`config.mk`:
```
export PLATFORM = sky130hd
export DESIGN_NAME = mhpq_ctrl
export DESIGN_NICKNAME = d
export VERILOG_FILES = /design/src/rtl/mhpq_pkg.sv /design/src/rtl/mhpq_ctrl.sv
export SDC_FILE = /design/constraint.sdc
export NUM_CORES = 1
export LEC_CHECK = 0
export BUFFER_PORTS_ARGS = -buffer_cell sky130_fd_sc_hd__buf_2
export CAP_MARGIN = 20
export CORE_UTILIZATION = 52
export CTS_CLUSTER_DIAMETER = 30
export DETAILED_ROUTE_END_ITERATION = 8
export GPL_ROUTABILITY_DRIVEN = 1
export PLACE_DENSITY = 0.85
export REMOVE_ABC_BUFFERS = 1
export SETUP_SLACK_MARGIN = 0.3
export SLEW_MARGIN = 25
export SYNTH_ARGS = -nofsm -noshare
export SYNTH_HDL_FRONTEND = slang
export SYNTH_SLANG_ARGS = --single-unit
```
`constraint.sdc`:
```
create_clock -name clock -period 5.9 [get_ports clock]
set_input_delay 0.295 -clock clock [delete_from_list [all_inputs] [get_ports clock]]
set_output_delay 0.295 -clock clock [all_outputs]
set_load 0.01 [all_outputs]
```
`src/rtl/mhpq_pkg.sv`:
```
`default_nettype none

package mhpq_pkg;

   typedef enum logic [1:0] {
      OP_INSERT = 2'd0,
      OP_DELETE = 2'd1,
      OP_PEEK   = 2'd2,
      OP_SEARCH = 2'd3
   } op_type;

   typedef enum logic [1:0] {
      ST_OK        = 2'd0,
      ST_FULL      = 2'd1,
      ST_EMPTY     = 2'd2,
      ST_NOT_FOUND = 2'd3
   } status_type;

   typedef struct packed {
      op_type             operation;
      logic signed [31:0] key_value;
   } req_type;

   typedef struct packed {
      status_type         status;
      logic signed [31:0] result_key;
      logic [6:0]         found_slot;
      logic [7:0]         entry_total;
   } rsp_type;

   // memory read address source
   typedef enum logic [2:0] {
      RA_ROOT   = 3'd0,
      RA_LAST   = 3'd1,
      RA_PARENT = 3'd2,
      RA_LEFT   = 3'd3,
      RA_RIGHT  = 3'd4,
      RA_SCAN   = 3'd5
   } rd_sel_type;

   // memory write data source
   typedef enum logic [1:0] {
      WD_KEY  = 2'd0,
      WD_RD   = 2'd1,
      WD_BEST = 2'd2
   } wr_sel_type;

   typedef enum logic [2:0] {
      POS_HOLD   = 3'd0,
      POS_COUNT  = 3'd1,
      POS_ROOT   = 3'd2,
      POS_PARENT = 3'd3,
      POS_BEST   = 3'd4
   } pos_op_type;

   typedef struct packed {
      logic       start;
      logic       set_status;
      status_type status_val;
      logic       rd_en;
      rd_sel_type rd_sel;
      logic       wr_en;
      wr_sel_type wr_sel;
      pos_op_type pos_op;
      logic       cnt_inc;
      logic       cnt_dec;
      logic       cap_result;
      logic       cap_last;
      logic       cap_left;
      logic       cap_right;
      logic       scan_start;
      logic       scan_step;
      logic       cap_slot;
      logic       load_rsp;
   } cmd_type;

   typedef struct packed {
      logic empty;
      logic full;
      logic count_one;
      logic at_root;
      logic parent_greater;
      logic left_out;
      logic right_in;
      logic best_less;
      logic scan_hit;
      logic scan_done;
      logic scan_more;
   } stat_type;

endpackage

`default_nettype wire

```
`src/rtl/mhpq_ctrl.sv`:
```
`default_nettype none

module mhpq_ctrl
   import mhpq_pkg::*;
(
   input  wire logic     clock,
   input  wire logic     reset,
   input  wire logic     req_valid,
   output logic          req_ready,
   input  wire op_type   req_op,
   output logic          rsp_valid,
   input  wire logic     rsp_ready,
   input  wire stat_type stat,
   output cmd_type       cmd
);

   typedef enum logic [11:0] {
      S_IDLE     = 12'b0000_0000_0001,
      S_INS_RD   = 12'b0000_0000_0010,
      S_INS_CMP  = 12'b0000_0000_0100,
      S_DEL_ROOT = 12'b0000_0000_1000,
      S_DEL_LAST = 12'b0000_0001_0000,
      S_DN_L     = 12'b0000_0010_0000,
      S_DN_R     = 12'b0000_0100_0000,
      S_DN_RC    = 12'b0000_1000_0000,
      S_DN_CMP   = 12'b0001_0000_0000,
      S_PEEK_RD  = 12'b0010_0000_0000,
      S_SRCH     = 12'b0100_0000_0000,
      S_FINISH   = 12'b1000_0000_0000
   } state_type;

   state_type state_ff, state_in;
   logic      rsp_valid_ff, rsp_valid_in;
   logic      accept;

   assign req_ready = (state_ff == S_IDLE);
   assign accept    = req_valid && req_ready;
   assign rsp_valid = rsp_valid_ff;

   always_comb begin
      cmd            = '0;
      cmd.status_val = ST_OK;
      cmd.rd_sel     = RA_ROOT;
      cmd.wr_sel     = WD_KEY;
      cmd.pos_op     = POS_HOLD;
      state_in       = state_ff;

      unique case (state_ff)
         S_IDLE: begin
            if (accept) begin
               cmd.start = 1'b1;
               unique case (req_op) inside
                  OP_INSERT: begin
                     if (stat.full) begin
                        cmd.set_status = 1'b1;
                        cmd.status_val = ST_FULL;
                        state_in       = S_FINISH;
                     end else begin
                        cmd.cnt_inc = 1'b1;
                        cmd.pos_op  = POS_COUNT;
                        state_in    = S_INS_RD;
                     end
                  end
                  OP_DELETE, OP_PEEK: begin
                     if (stat.empty) begin
                        cmd.set_status = 1'b1;
                        cmd.status_val = ST_EMPTY;
                        state_in       = S_FINISH;
                     end else begin
                        cmd.rd_en = 1'b1;
                        cmd.rd_sel = RA_ROOT;
                        state_in   = (req_op == OP_DELETE) ? S_DEL_ROOT : S_PEEK_RD;
                     end
                  end
                  OP_SEARCH: begin
                     cmd.scan_start = 1'b1;
                     state_in       = S_SRCH;
                  end
               endcase
            end
         end
         // hole moves up: parent drops into the hole while it is greater
         S_INS_RD: begin
            if (stat.at_root) begin
               cmd.wr_en  = 1'b1;
               cmd.wr_sel = WD_KEY;
               state_in   = S_FINISH;
            end else begin
               cmd.rd_en  = 1'b1;
               cmd.rd_sel = RA_PARENT;
               state_in   = S_INS_CMP;
            end
         end
         S_INS_CMP: begin
            cmd.wr_en = 1'b1;
            if (stat.parent_greater) begin
               cmd.wr_sel = WD_RD;
               cmd.pos_op = POS_PARENT;
               state_in   = S_INS_RD;
            end else begin
               cmd.wr_sel = WD_KEY;
               state_in   = S_FINISH;
            end
         end
         S_DEL_ROOT: begin
            cmd.cap_result = 1'b1;
            cmd.cnt_dec    = 1'b1;
            if (stat.count_one) begin
               state_in = S_FINISH;
            end else begin
               cmd.rd_en  = 1'b1;
               cmd.rd_sel = RA_LAST;
               state_in   = S_DEL_LAST;
            end
         end
         S_DEL_LAST: begin
            cmd.cap_last = 1'b1;
            cmd.pos_op   = POS_ROOT;
            state_in     = S_DN_L;
         end
         // hole moves down: smaller child rises while below the moved key
         S_DN_L: begin
            if (stat.left_out) begin
               cmd.wr_en  = 1'b1;
               cmd.wr_sel = WD_KEY;
               state_in   = S_FINISH;
            end else begin
               cmd.rd_en  = 1'b1;
               cmd.rd_sel = RA_LEFT;
               state_in   = S_DN_R;
            end
         end
         S_DN_R: begin
            cmd.cap_left = 1'b1;
            if (stat.right_in) begin
               cmd.rd_en  = 1'b1;
               cmd.rd_sel = RA_RIGHT;
               state_in   = S_DN_RC;
            end else begin
               state_in = S_DN_CMP;
            end
         end
         S_DN_RC: begin
            cmd.cap_right = 1'b1;
            state_in      = S_DN_CMP;
         end
         S_DN_CMP: begin
            cmd.wr_en = 1'b1;
            if (stat.best_less) begin
               cmd.wr_sel = WD_BEST;
               cmd.pos_op = POS_BEST;
               state_in   = S_DN_L;
            end else begin
               cmd.wr_sel = WD_KEY;
               state_in   = S_FINISH;
            end
         end
         S_PEEK_RD: begin
            cmd.cap_result = 1'b1;
            state_in       = S_FINISH;
         end
         // one read issued per cycle, compared the cycle after
         S_SRCH: begin
            if (stat.scan_hit) begin
               cmd.cap_slot = 1'b1;
               state_in     = S_FINISH;
            end else if (stat.scan_done) begin
               cmd.set_status = 1'b1;
               cmd.status_val = ST_NOT_FOUND;
               state_in       = S_FINISH;
            end else if (stat.scan_more) begin
               cmd.rd_en     = 1'b1;
               cmd.rd_sel    = RA_SCAN;
               cmd.scan_step = 1'b1;
            end
         end
         S_FINISH: begin
            if (!rsp_valid_ff || rsp_ready) begin
               cmd.load_rsp = 1'b1;
               state_in     = S_IDLE;
            end
         end
         default: begin
            state_in = S_IDLE;
         end
      endcase
   end

   assign rsp_valid_in = cmd.load_rsp || (rsp_valid_ff && !rsp_ready);

   always_ff @(posedge clock) begin
      if (reset) begin
         state_ff     <= S_IDLE;
         rsp_valid_ff <= 1'b0;
      end else begin
         state_ff     <= state_in;
         rsp_valid_ff <= rsp_valid_in;
      end
   end

`ifndef NO_ASSERTIONS
   a_accept_leaves_idle: assert property (@(posedge clock) disable iff (reset)
      accept |=> !req_ready)
      else $error("request taken without leaving idle");

   a_load_from_finish: assert property (@(posedge clock) disable iff (reset)
      cmd.load_rsp |=> (rsp_valid_ff && (state_ff == S_IDLE)))
      else $error("result load did not raise valid");

   a_no_overwrite: assert property (@(posedge clock) disable iff (reset)
      (rsp_valid_ff && !rsp_ready) |-> !cmd.load_rsp)
      else $error("pending result word overwritten");
`endif

endmodule

`default_nettype wire

```
After elaboration in Yosys (flattened, before gate mapping):

Cells that the tools add are included.
Widths: inputs -> output; s select.

* register bits: 13
* latch bits: 0
* bits in writable memories: 0
* bits in read-only memories: 0
* input bits: 17
* output and inout port bits: 26
* memories kept: 0

* $add $sub $neg: 0
* $mul: 0
* div/mod/pow operators: 0
* order comparisons: 0
* equality and inequality tests: 18
* shifts and indexed selects: 0
* muxes and demuxes: 59
* bitwise operators: 0
* reductions and logical operators: 10

Operators by type and width (count)
* $pmux 12 s12: 1
* $mux 12: 11
* $mux 4: 9
* $pmux 12 s3: 1
* $pmux 3 s4: 2
* $pmux 4 s6: 1
* $mux 3: 6
* $mux 1: 17
* $eq 12x1->1 const B: 1
* $eq 12x10->1 const B: 1
* $eq 12x11->1 const B: 1
* $eq 12x12->1 const B: 1
* $eq 12x2->1 const B: 1
* $eq 12x3->1 const B: 1
* $eq 12x4->1 const B: 1
* $eq 12x5->1 const B: 1
* $eq 12x6->1 const B: 1
* $eq 12x7->1 const B: 1
* $eq 12x8->1 const B: 1
* $eq 12x9->1 const B: 1
* $pmux 3 s2: 2
* $mux 10: 1
* $mux 2: 5
* $mux 9: 1
* 13 further kinds: 18

Logic depth before layout (Yosys ltp):

Gate-level depths: netlist (run 1).

* depth in word-level cells: 6
* depth in mapped cells: 8
* depth with buffers taken out: 8

Worst setup path after synthesis (run 1):

Ideal clock, no wire load.

* kind: register to output
* from: register state_ff[8]
* to: output port cmd[20] in the netlist's numbering
* arrival time: 1.992 ns
* required time: 5.605 ns
* path slack: 3.613 ns
* stages on the path, launching flop included: 9
* cells stage by stage: dfxtp_1 > nor4_4 > and2_2 > nand4b_1 > inv_1 > and2_1 > clkbuf_1 > nand2_1 > o21ai_0

RTL lines
* start: declaration: RTL line mhpq_ctrl.sv:32 `state_type state_ff, state_in;`
* start signal: assignment: RTL line mhpq_ctrl.sv:196 `state_ff <= state_in;`
* end: declaration: RTL line mhpq_ctrl.sv:14 `output cmd_type cmd`

==> results of run 1 <==
## Yosys cell counts, drive strengths merged
library cell | count | area share, %
a21o | 1 | 0.69
a21oi | 7 | 3.2
a221oi | 1 | 0.80
a31o | 1 | 0.80
and2 | 3 | 1.8
and3 | 2 | 1.1
and4b | 1 | 0.91
buf | 1 | 0.34
clkbuf | 3 | 1.0
dfxtp | 13 | 24
ha | 5 | 5.7
inv | 11 | 3.8
nand2 | 17 | 5.8
nand2b | 5 | 2.9
nand3 | 2 | 1.4
nand3b | 4 | 2.7
nand4b | 6 | 4.8
nor2 | 18 | 6.2
nor2b | 3 | 1.7
nor3 | 5 | 2.3
nor3b | 3 | 2.5
nor4 | 5 | 5.6
o211ai | 2 | 1.8
o21a | 1 | 0.69
o21ai | 9 | 4.1
o21ba | 1 | 0.91
o221ai | 1 | 0.80
o22ai | 2 | 1.1
or3 | 3 | 2.3
or3b | 3 | 2.4
or4 | 3 | 2.4
or4b | 1 | 1.3
xor2 | 3 | 2.4
## worst max-delay path, delay by kind of cell, from the launching register on
| family | cells | cell delay (ns) |
|---|---|---|
| compound gates | 1 | 0.09 |
| buf+inv | 1 | 0.14 |
| flops | 1 | 0.38 |
| simple gates | 5 | 1.55 |
## worst paths after layout
kind,end,slack [ns],start
setup / recovery,cmd[19],3.16,state_ff[4]$_SDFFE_PP0P_
setup reg to reg,state_ff[11]$_SDFFE_PP0P_,3.71,state_ff[4]$_SDFFE_PP0P_
hold / removal,state_ff[4]$_SDFFE_PP0P_,0.22,stat[8]
hold reg to reg,rsp_valid$_SDFF_PP0_,0.67,rsp_valid$_SDFF_PP0_
## logic make-up after synthesis
kind of cell,Yosys count
simple gates,84
compound gates,26
buf+inv,15
flops,13
fa+ha+maj,5
xor+xnor,3
## report_power, final
| group | internal, mW | switching (mW) | leakage (nW) |
|---|---|---|---|
| Combinational | 0.0307 | 0.0387 | 0.588 |
| Clock | 0.0262 | 0.0310 | 0.0150 |
| Sequential | 0.0904 | 0.00512 | 0.105 |
## per-stage QoR
stage                     setup slack (ns)  hold slack (ns)
after global routing                  2.99            0.234
after floorplan                       3.66            0.364
after detailed placement              3.49            0.516
final                                 3.16            0.221
after global placement                3.55            0.516
after CTS                             3.17            0.226
## per-layer routing
| metal | vias to the layer above | wire length, um | track usage [%] | share of wire, % |
|---|---|---|---|---|
| met5 | - | 0 | 0 | 0 |
| met4 | 0 | 55 | 8.33 | 1.9 |
| met3 | 7 | 122 | 2.64 | 4.3 |
| met2 | 49 | 1420 | 45.9 | 50 |
| met1 | 550 | 1270 | 33.7 | 44 |
| li1 | 604 | - | - | - |
## final cells by class
cell class,instances,area share (%)
clock buffer,4,1.94
inverter,11,3.06
multi-input combinational,118,57.7
sequential,13,19.3
tap,27,2.50
timing repair buffer,42,15.6
## flip-flops by register name, summed over array words and instances (netlist names)
register,count
state_ff,12
rsp_valid,1
==> flow_summary.toml, run 1 <==
[clock_network]
cts_max_level = 1
clockBufferDepth = 2
clkTransAtPathRegs_ns = 0.09
clkSinkCount = 13
postCtsHoldBufs = 0
cts_setup_buffers = 0
ctsResizeCount = 0
cts-root-buf = "clkbuf_4"
tritoncts = "built"
insertion_delay_ns = 0.28
cts_buffers = 3

[synth]
syn_area_um2 = 1100
synth_xor_area_share_pct = 2.40
yosys.area_share.simple_pct = 48.1
synth_top_family_by_area = "simple AND/OR/NAND/NOR gates"
muxShareOfSynthArea_pct = 0
synth_compound_area_share_pct = 15.0
postSynthCellCount = 146
synth-adder-area-share_pct = 5.71
ys_seq_elements = 13
syn_avg_cell_area_um2 = 7.51
synth_cell_types = 41
ys_seq_area_share_pct = 23.7
synth-warning-count = 0

[sta]
tns_ns = 0
max_freq_mhz = 365
slew_headroom_pct = 72.6
fin_crit_ns = 2.74
rsz0062_at_grt = "false"
tightest_slew_ns = 0.407
post-route-period-util_pct = 46.5
hold_viol_final = 0
drv_slew = 0
fin_skew_ns = 0.00472
finalSetupViolCount = 0

[floorplanning]
die-width_um = 47.9
die-area_um2 = 2300
core-area_um2 = 1960
initial_core_util_pct = 55.9
die_h_um = 47.9
row_count = 16
io_pins = 43

[finish]
filler_cell_count = 178
layout-drive-gt1-share_pct = 31.9
utilization_pct = 68.9
syn2layout_area_growth_pct = 23.3
antennaDiodeCount = 0
fin_area_um2 = 1350
fin_nets = 211
register_area_um2 = 260
layout_commonest_cell = "buf_2"
final_cell_mix = "42 x buf_2, 18 x nor2_1, 17 x nand2_1"
instances_no_fill = 215
multi_input_area_um2 = 779

[min_path]
hold_depth = 2
min_path_type = "in2reg"

[worst_setup_path]
arrival_ns = 2.45
critPathLaunchType = "flip-flop"
crit_chain = "or4_1 -> nor4_1 -> and2_1 -> nand2_1 -> o211ai_2 -> nand4b_1 -> buf_2"
crit_fanout = 8
critPathMaxStageDelay_ns = 0.67
r2r_cells = 6
worst-setup-path-type = "reg2out"
critPathSlowestCell = "or4_1"
critPathCaptureType = "output port"
critPathRequiredTime_ns = 5.61

[placed_design]
place_area_um2 = 1330
placed_cells = 211
io_buffers = 42
place_congestion = 0.910
dp_hpwl_um = 2340

[grt]
grt_antenna_before_repair = 0
track_usage_pct = 26.3
grt_pass1_vias = 1009
grt_overflow = 0
grt_max_degree = 11
grt_pass1_wl_um = 4290

[power]
total_power_uw = 222
p_leak_nw = 0.708
ir_drop_mv = 0.138
p_per_area_nw_per_um2 = 164

[routing]
ant_nets = 0
wl_per_cell_um = 13.3
via_per_inst = 5.63
drtIter0Drc = 24
drtPass1Iterations = 4
drcViolationCount = 0
via_count = 1210
finalWirelength_um = 2870

[run_status]
status = "complete, no violations"

[job]
max_cap_violations = 0
Note: power is estimated with default switching activity, not from simulation.
==> inputs of run 2 (changes only) <==
--- a/config.mk
+++ b/config.mk
@@ -7,11 +7,11 @@
 export LEC_CHECK = 0
 export BUFFER_PORTS_ARGS = -buffer_cell sky130_fd_sc_hd__buf_2
 export CAP_MARGIN = 20
-export CORE_UTILIZATION = 52
+export CORE_UTILIZATION = 48
 export CTS_CLUSTER_DIAMETER = 30
 export DETAILED_ROUTE_END_ITERATION = 8
 export GPL_ROUTABILITY_DRIVEN = 1
-export PLACE_DENSITY = 0.85
+export PLACE_DENSITY = 0.79
 export REMOVE_ABC_BUFFERS = 1
 export SETUP_SLACK_MARGIN = 0.3
 export SLEW_MARGIN = 25
==> constraint.sdc (replaced) <==
create_clock -name clock -period 2.7 [get_ports clock]
set_input_delay 0.135 -clock clock [delete_from_list [all_inputs] [get_ports clock]]
set_output_delay 0.135 -clock clock [all_outputs]
set_load 0.01 [all_outputs]
==> run 2 against run 1 <==
  * Total power grew 120%
  * Register-to-register slack got worse by 3.1 ns
  * Sequential share of layout area fell by 0.47 points
  * Clock power increased by 110%
  * Critical path depth unchanged
  * Combinational power up 140%
  * First-iteration DRC count is 96% higher
  * Die area is 8.0% higher
  * Largest power group unchanged
  * Highest routed layer unchanged
==> flow_summary.toml, run 2 (synthesis gave the netlist of run 1 again) <==
[floorplanning]
io_pins = 43
die-area_um2 = 2480
row_count = 16
core-area_um2 = 2060
initial_core_util_pct = 53.2
die-width_um = 49.8
die_h_um = 49.8

[worst_setup_path]
arrival_ns = 2.32
crit_fanout = 6
worst-setup-path-type = "reg2out"
r2r_setup_slack_ns = 0.63
timing.rr.start = "state_ff[9]$_SDFFE_PP0P_"
r2r_cells = 8
critPathCaptureType = "output port"
crit_end = "cmd[19]"
r2r-end = "state_ff[11]$_SDFFE_PP0P_"
critPathLaunchType = "flip-flop"
cp-startpoint = "state_ff[10]$_SDFFE_PP0P_"
critPathRequiredTime_ns = 2.57

[routing]
drtIter0Drc = 47
drcViolationCount = 0
ant_nets = 0
wl_per_cell_um = 14.0
finalWirelength_um = 3070
via_count = 1257
drtPass1Iterations = 4
via_per_inst = 5.71

[finish]
final_cell_mix = "42 x buf_2, 18 x nor2_1, 17 x nand2_1"
layout_commonest_cell = "buf_2"
largest_reg_flops = 12
layout-drive-gt1-share_pct = 38.9
syn2layout_area_growth_pct = 30.0
instances_no_fill = 220
antennaDiodeCount = 0
largest-register = "state_ff"
filler_cell_count = 180
fin_nets = 216

[grt]
grt_pass1_vias = 1143
track_usage_pct = 27.0
grt_overflow = 0
grt_max_degree = 11
grt_pass1_wl_um = 5170
grt_antenna_before_repair = 0

[sta]
fin_crit_ns = 2.45
rsz0062_at_grt = "true"
slew_headroom_pct = 76.2
hold_viol_final = 0
drv_slew = 0
finalSetupViolCount = 0
fin_skew_ns = 0.00425
tightest_slew_ns = 0.357
max_freq_mhz = 408
tns_ns = 0
post-route-period-util_pct = 90.9

[clock_network]
cts_max_level = 1
tritoncts = "built"
insertion_delay_ns = 0.27
clkSinkCount = 13
cts-root-buf = "clkbuf_4"
postCtsHoldBufs = 0
cts_buffers = 3
clockBufferDepth = 2
clkTransAtPathRegs_ns = 0.09

[run_status]
status = "complete, no violations"

[power]
p_per_area_nw_per_um2 = 350
p_leak_nw = 0.743
ir_drop_mv = 0.299

[placed_design]
io_buffers = 42
place_congestion = 0.870
dp_hpwl_um = 2340
placed_cells = 211

[job]
max_cap_violations = 0

[min_path]
min_path_type = "in2reg"
run 2: timing repair:
item                       4_1_cts  5_1_grt
setup endpoints to repair        7        9
gates resized for setup          7        5
pin swaps                        1        1
setup buffers                    1        4
run 2: per-layer routing:
layer | part of all wire (%) | track usage (%) | up-vias | routed length [um]
li1 | - | - | 614 | -
met1 | 42 | 34.0 | 583 | 1280
met2 | 51 | 47.7 | 58 | 1570
met3 | 6.3 | 3.09 | 2 | 194
met4 | 1.1 | 7.62 | 0 | 34
met5 | 0 | 0 | - | 0
run 2: worst max-delay path, cell delays in order (launching register included):
cell and delay (ns):
dfxtp_1 0.39, nor4_4 0.32, nand3_2 0.12, or3_4 0.34
or4b_4 0.52, o211ai_2 0.09, nand4b_1 0.13, buf_2 0.13
run 2: cell type report:
type	instances	area [um^2]	share of cell area, %
clock buffers	4	26.3	1.84
inverters	11	41.3	2.90
multi-input cells	118	808	56.7
flip-flops and latches	13	268	18.8
well taps	27	33.8	2.37
repair buffers	47	248	17.4
run 2: how the worst min path moves through the flow:
stage | slack, ns | start | cells past startpoint | end
6_report | 0.06 | stat[8] | 2 | state_ff[4]$_SDFFE_PP0P_
5_1_grt | 0.06 | stat[8] | 2 | state_ff[4]$_SDFFE_PP0P_
4_1_cts | 0.07 | stat[8] | 2 | state_ff[4]$_SDFFE_PP0P_
3_5_place_dp | 0.35 | stat[8] | 2 | state_ff[4]$_SDFFE_PP0P_
3_3_place_gp | 0.35 | stat[8] | 2 | state_ff[4]$_SDFFE_PP0P_
2_1_floorplan | 0.20 | reset | 1 | state_ff[5]$_SDFFE_PP0P_
run 2: through the flow:
step / setup WS, ns / utilization, % / hold WS, ns / power [mW] / cell area (um^2)
2_1_floorplan: 0.616 / - / 0.204 / 0.311 / 1080
3_3_place_gp: 0.512 / 64.3 / 0.354 / 0.358 / 1330
3_5_place_dp: 0.383 / 64.3 / 0.353 / 0.362 / 1330
4_1_cts: 0.260 / 67.4 / 0.0673 / 0.485 / 1390
5_1_grt: 0.142 / 69.1 / 0.0594 / 0.531 / 1430
6_report: 0.246 / 69.1 / 0.0600 / 0.499 / 1430
run 2: power breakdown:
group          total [mW]  leakage, nW  switching, mW  internal, mW
Clock               0.122       0.0150         0.0652        0.0571
Combinational       0.168        0.621         0.0899        0.0781
Sequential          0.209        0.107         0.0118         0.197
==> inputs of run 3 (changes only) <==
--- a/config.mk
+++ b/config.mk
@@ -11,6 +11,7 @@
 export CTS_CLUSTER_DIAMETER = 30
 export DETAILED_ROUTE_END_ITERATION = 8
 export GPL_ROUTABILITY_DRIVEN = 1
+export HOLD_SLACK_MARGIN = 0.12
 export PLACE_DENSITY = 0.79
 export REMOVE_ABC_BUFFERS = 1
 export SETUP_SLACK_MARGIN = 0.3
==> run 3 against run 2 <==
  * Setup slack barely moved
  * Highest routed layer unchanged
  * Global-route usage rose by 0.13 points
  * Critical path type unchanged
  * Die area did not move
  * First-iteration DRC count did not move
  * Sequential share of layout area fell by 0.13 points
  * Clock-buffer cell count did not move
  * Final cell count rose by 0.45%
  * Total power rose by 0.23%
  * Clock power barely moved
==> flow_summary.toml, run 3 (synthesis gave the netlist of run 1 again) <==
[finish]
final_cell_mix = "42 x buf_2, 18 x nor2_1, 17 x nand2_1"
fin_area_um2 = 1440
filler_cell_count = 181
largest_reg_flops = 12
layout-drive-gt1-share_pct = 38.7
antennaDiodeCount = 0
fin_nets = 217
utilization_pct = 69.6
multi_input_area_um2 = 808
register_area_um2 = 268
layout_commonest_cell = "buf_2"
largest-register = "state_ff"
syn2layout_area_growth_pct = 30.9

[clock_network]
clkSinkCount = 13
clkTransAtPathRegs_ns = 0.09
tritoncts = "built"
insertion_delay_ns = 0.27
cts-root-buf = "clkbuf_4"
clockBufferDepth = 2
cts_buffers = 3
cts_max_level = 1

[floorplanning]
row_count = 16
core-area_um2 = 2060
die-area_um2 = 2480
io_pins = 43
initial_core_util_pct = 53.2
die_h_um = 49.8
die-width_um = 49.8

[routing]
wl_per_cell_um = 13.9
finalWirelength_um = 3080
ant_nets = 0
drcViolationCount = 0
via_count = 1261
drtIter0Drc = 47
drtPass1Iterations = 4
via_per_inst = 5.71

[worst_setup_path]
crit_family = "simple AND/OR/NAND/NOR gates"
worst-path-buf-inv = 1
crit_fanout = 6
critPathRequiredTime_ns = 2.57
crit_chain = "nor4_4 -> nand3_2 -> or3_4 -> or4b_4 -> o211ai_2 -> nand4b_1 -> buf_2"
critPathMaxStageDelay_ns = 0.52
arrival_ns = 2.32
cp-startpoint = "state_ff[10]$_SDFFE_PP0P_"
critPathSlowestCell = "or4b_4"
critPathLaunchType = "flip-flop"
timing.rr.start = "state_ff[9]$_SDFFE_PP0P_"
critPathCaptureType = "output port"
worst-setup-path-type = "reg2out"

[placed_design]
io_buffers = 42
dp_hpwl_um = 2340
place_area_um2 = 1330
place_congestion = 0.870

[sta]
max_freq_mhz = 408
tns_ns = 0
finalSetupViolCount = 0
tightest_slew_ns = 0.357
fin_skew_ns = 0.00430
post-route-period-util_pct = 90.9
drv_slew = 0
hold_viol_final = 0
slew_headroom_pct = 76.2
rsz0062_at_grt = "true"
holdWs_ns = 0.143
fin_crit_ns = 2.45

[job]
max_cap_violations = 0

[grt]
grt_overflow = 0
grt_pass1_vias = 1149
grt_pass1_wl_um = 5200
track_usage_pct = 27.1
grt_antenna_before_repair = 0
grt_max_degree = 11

[power]
p_per_area_nw_per_um2 = 349
p_leak_nw = 0.747
ir_drop_mv = 0.299

[min_path]
min_from = "stat[4]"
min_path_type = "in2reg"

[run_status]
status = "complete, no violations"
run 3: cell types whose count changed in the layout (fill, tap and decap cells not counted), sizes merged:
cell         previous run  this run
dlygate4sd3             0         1
run 3: final cells by class:
class	count	share of cell area (%)
flip-flops and latches	13	18.7
clock buffers	4	1.83
well taps	27	2.35
inverters	11	2.88
repair buffers	48	18.0
multi-input cells	118	56.3
run 3: power by group:
group	internal, mW	total [mW]	switching, mW
logic	0.0791	0.169	0.0900
clock network	0.0571	0.122	0.0652
registers	0.197	0.209	0.0118
total	0.333	0.500	0.167
run 3: through the flow:
step                total power [mW]  instances  setup WS, ns
floorplan                      0.311        142         0.616
global placement               0.358        211         0.512
detailed placement             0.362        211         0.383
CTS                            0.486        217         0.260
global route                   0.532        221         0.142
finish                         0.500        221         0.246
run 3: routing by layer:
layer	share of wire, %	track usage [%]	vias to the layer above
li1	-	-	616
met5	0	0	-
met1	42	34.2	585
met2	51	48.0	58
met4	1.1	7.62	0
met3	6.3	3.09	2
run 3: path summary, 6_finish.rpt:
path / to / slack, ns / cells after the start
worst max register to register: state_ff[11]$_SDFFE_PP0P_ / 0.63 / 8
worst max-delay path: cmd[19] / 0.25 / 7
worst min-delay path: state_ff[7]$_SDFFE_PP0P_ / 0.14 / 3
worst min register to register: state_ff[11]$_SDFFE_PP0P_ / 0.66 / 3
run 3: what timing repair did:
| item | 4_1_cts | 5_1_grt |
|---|---|---|
| setup buffers | 1 | 4 |
| pin swaps | 1 | 1 |
| resized for setup | 7 | 5 |
| gates cloned | 0 | 0 |
| setup endpoints to repair | 7 | 9 |
| hold buffers | 1 | 0 |
| hold endpoints to repair | 1 | 0 |
run 3: tightest hold or removal path, delay by kind of cell:
family	cells	cell delay, ns
buffers and inverters	1	0.09
and+or+nand+nor	2	0.15
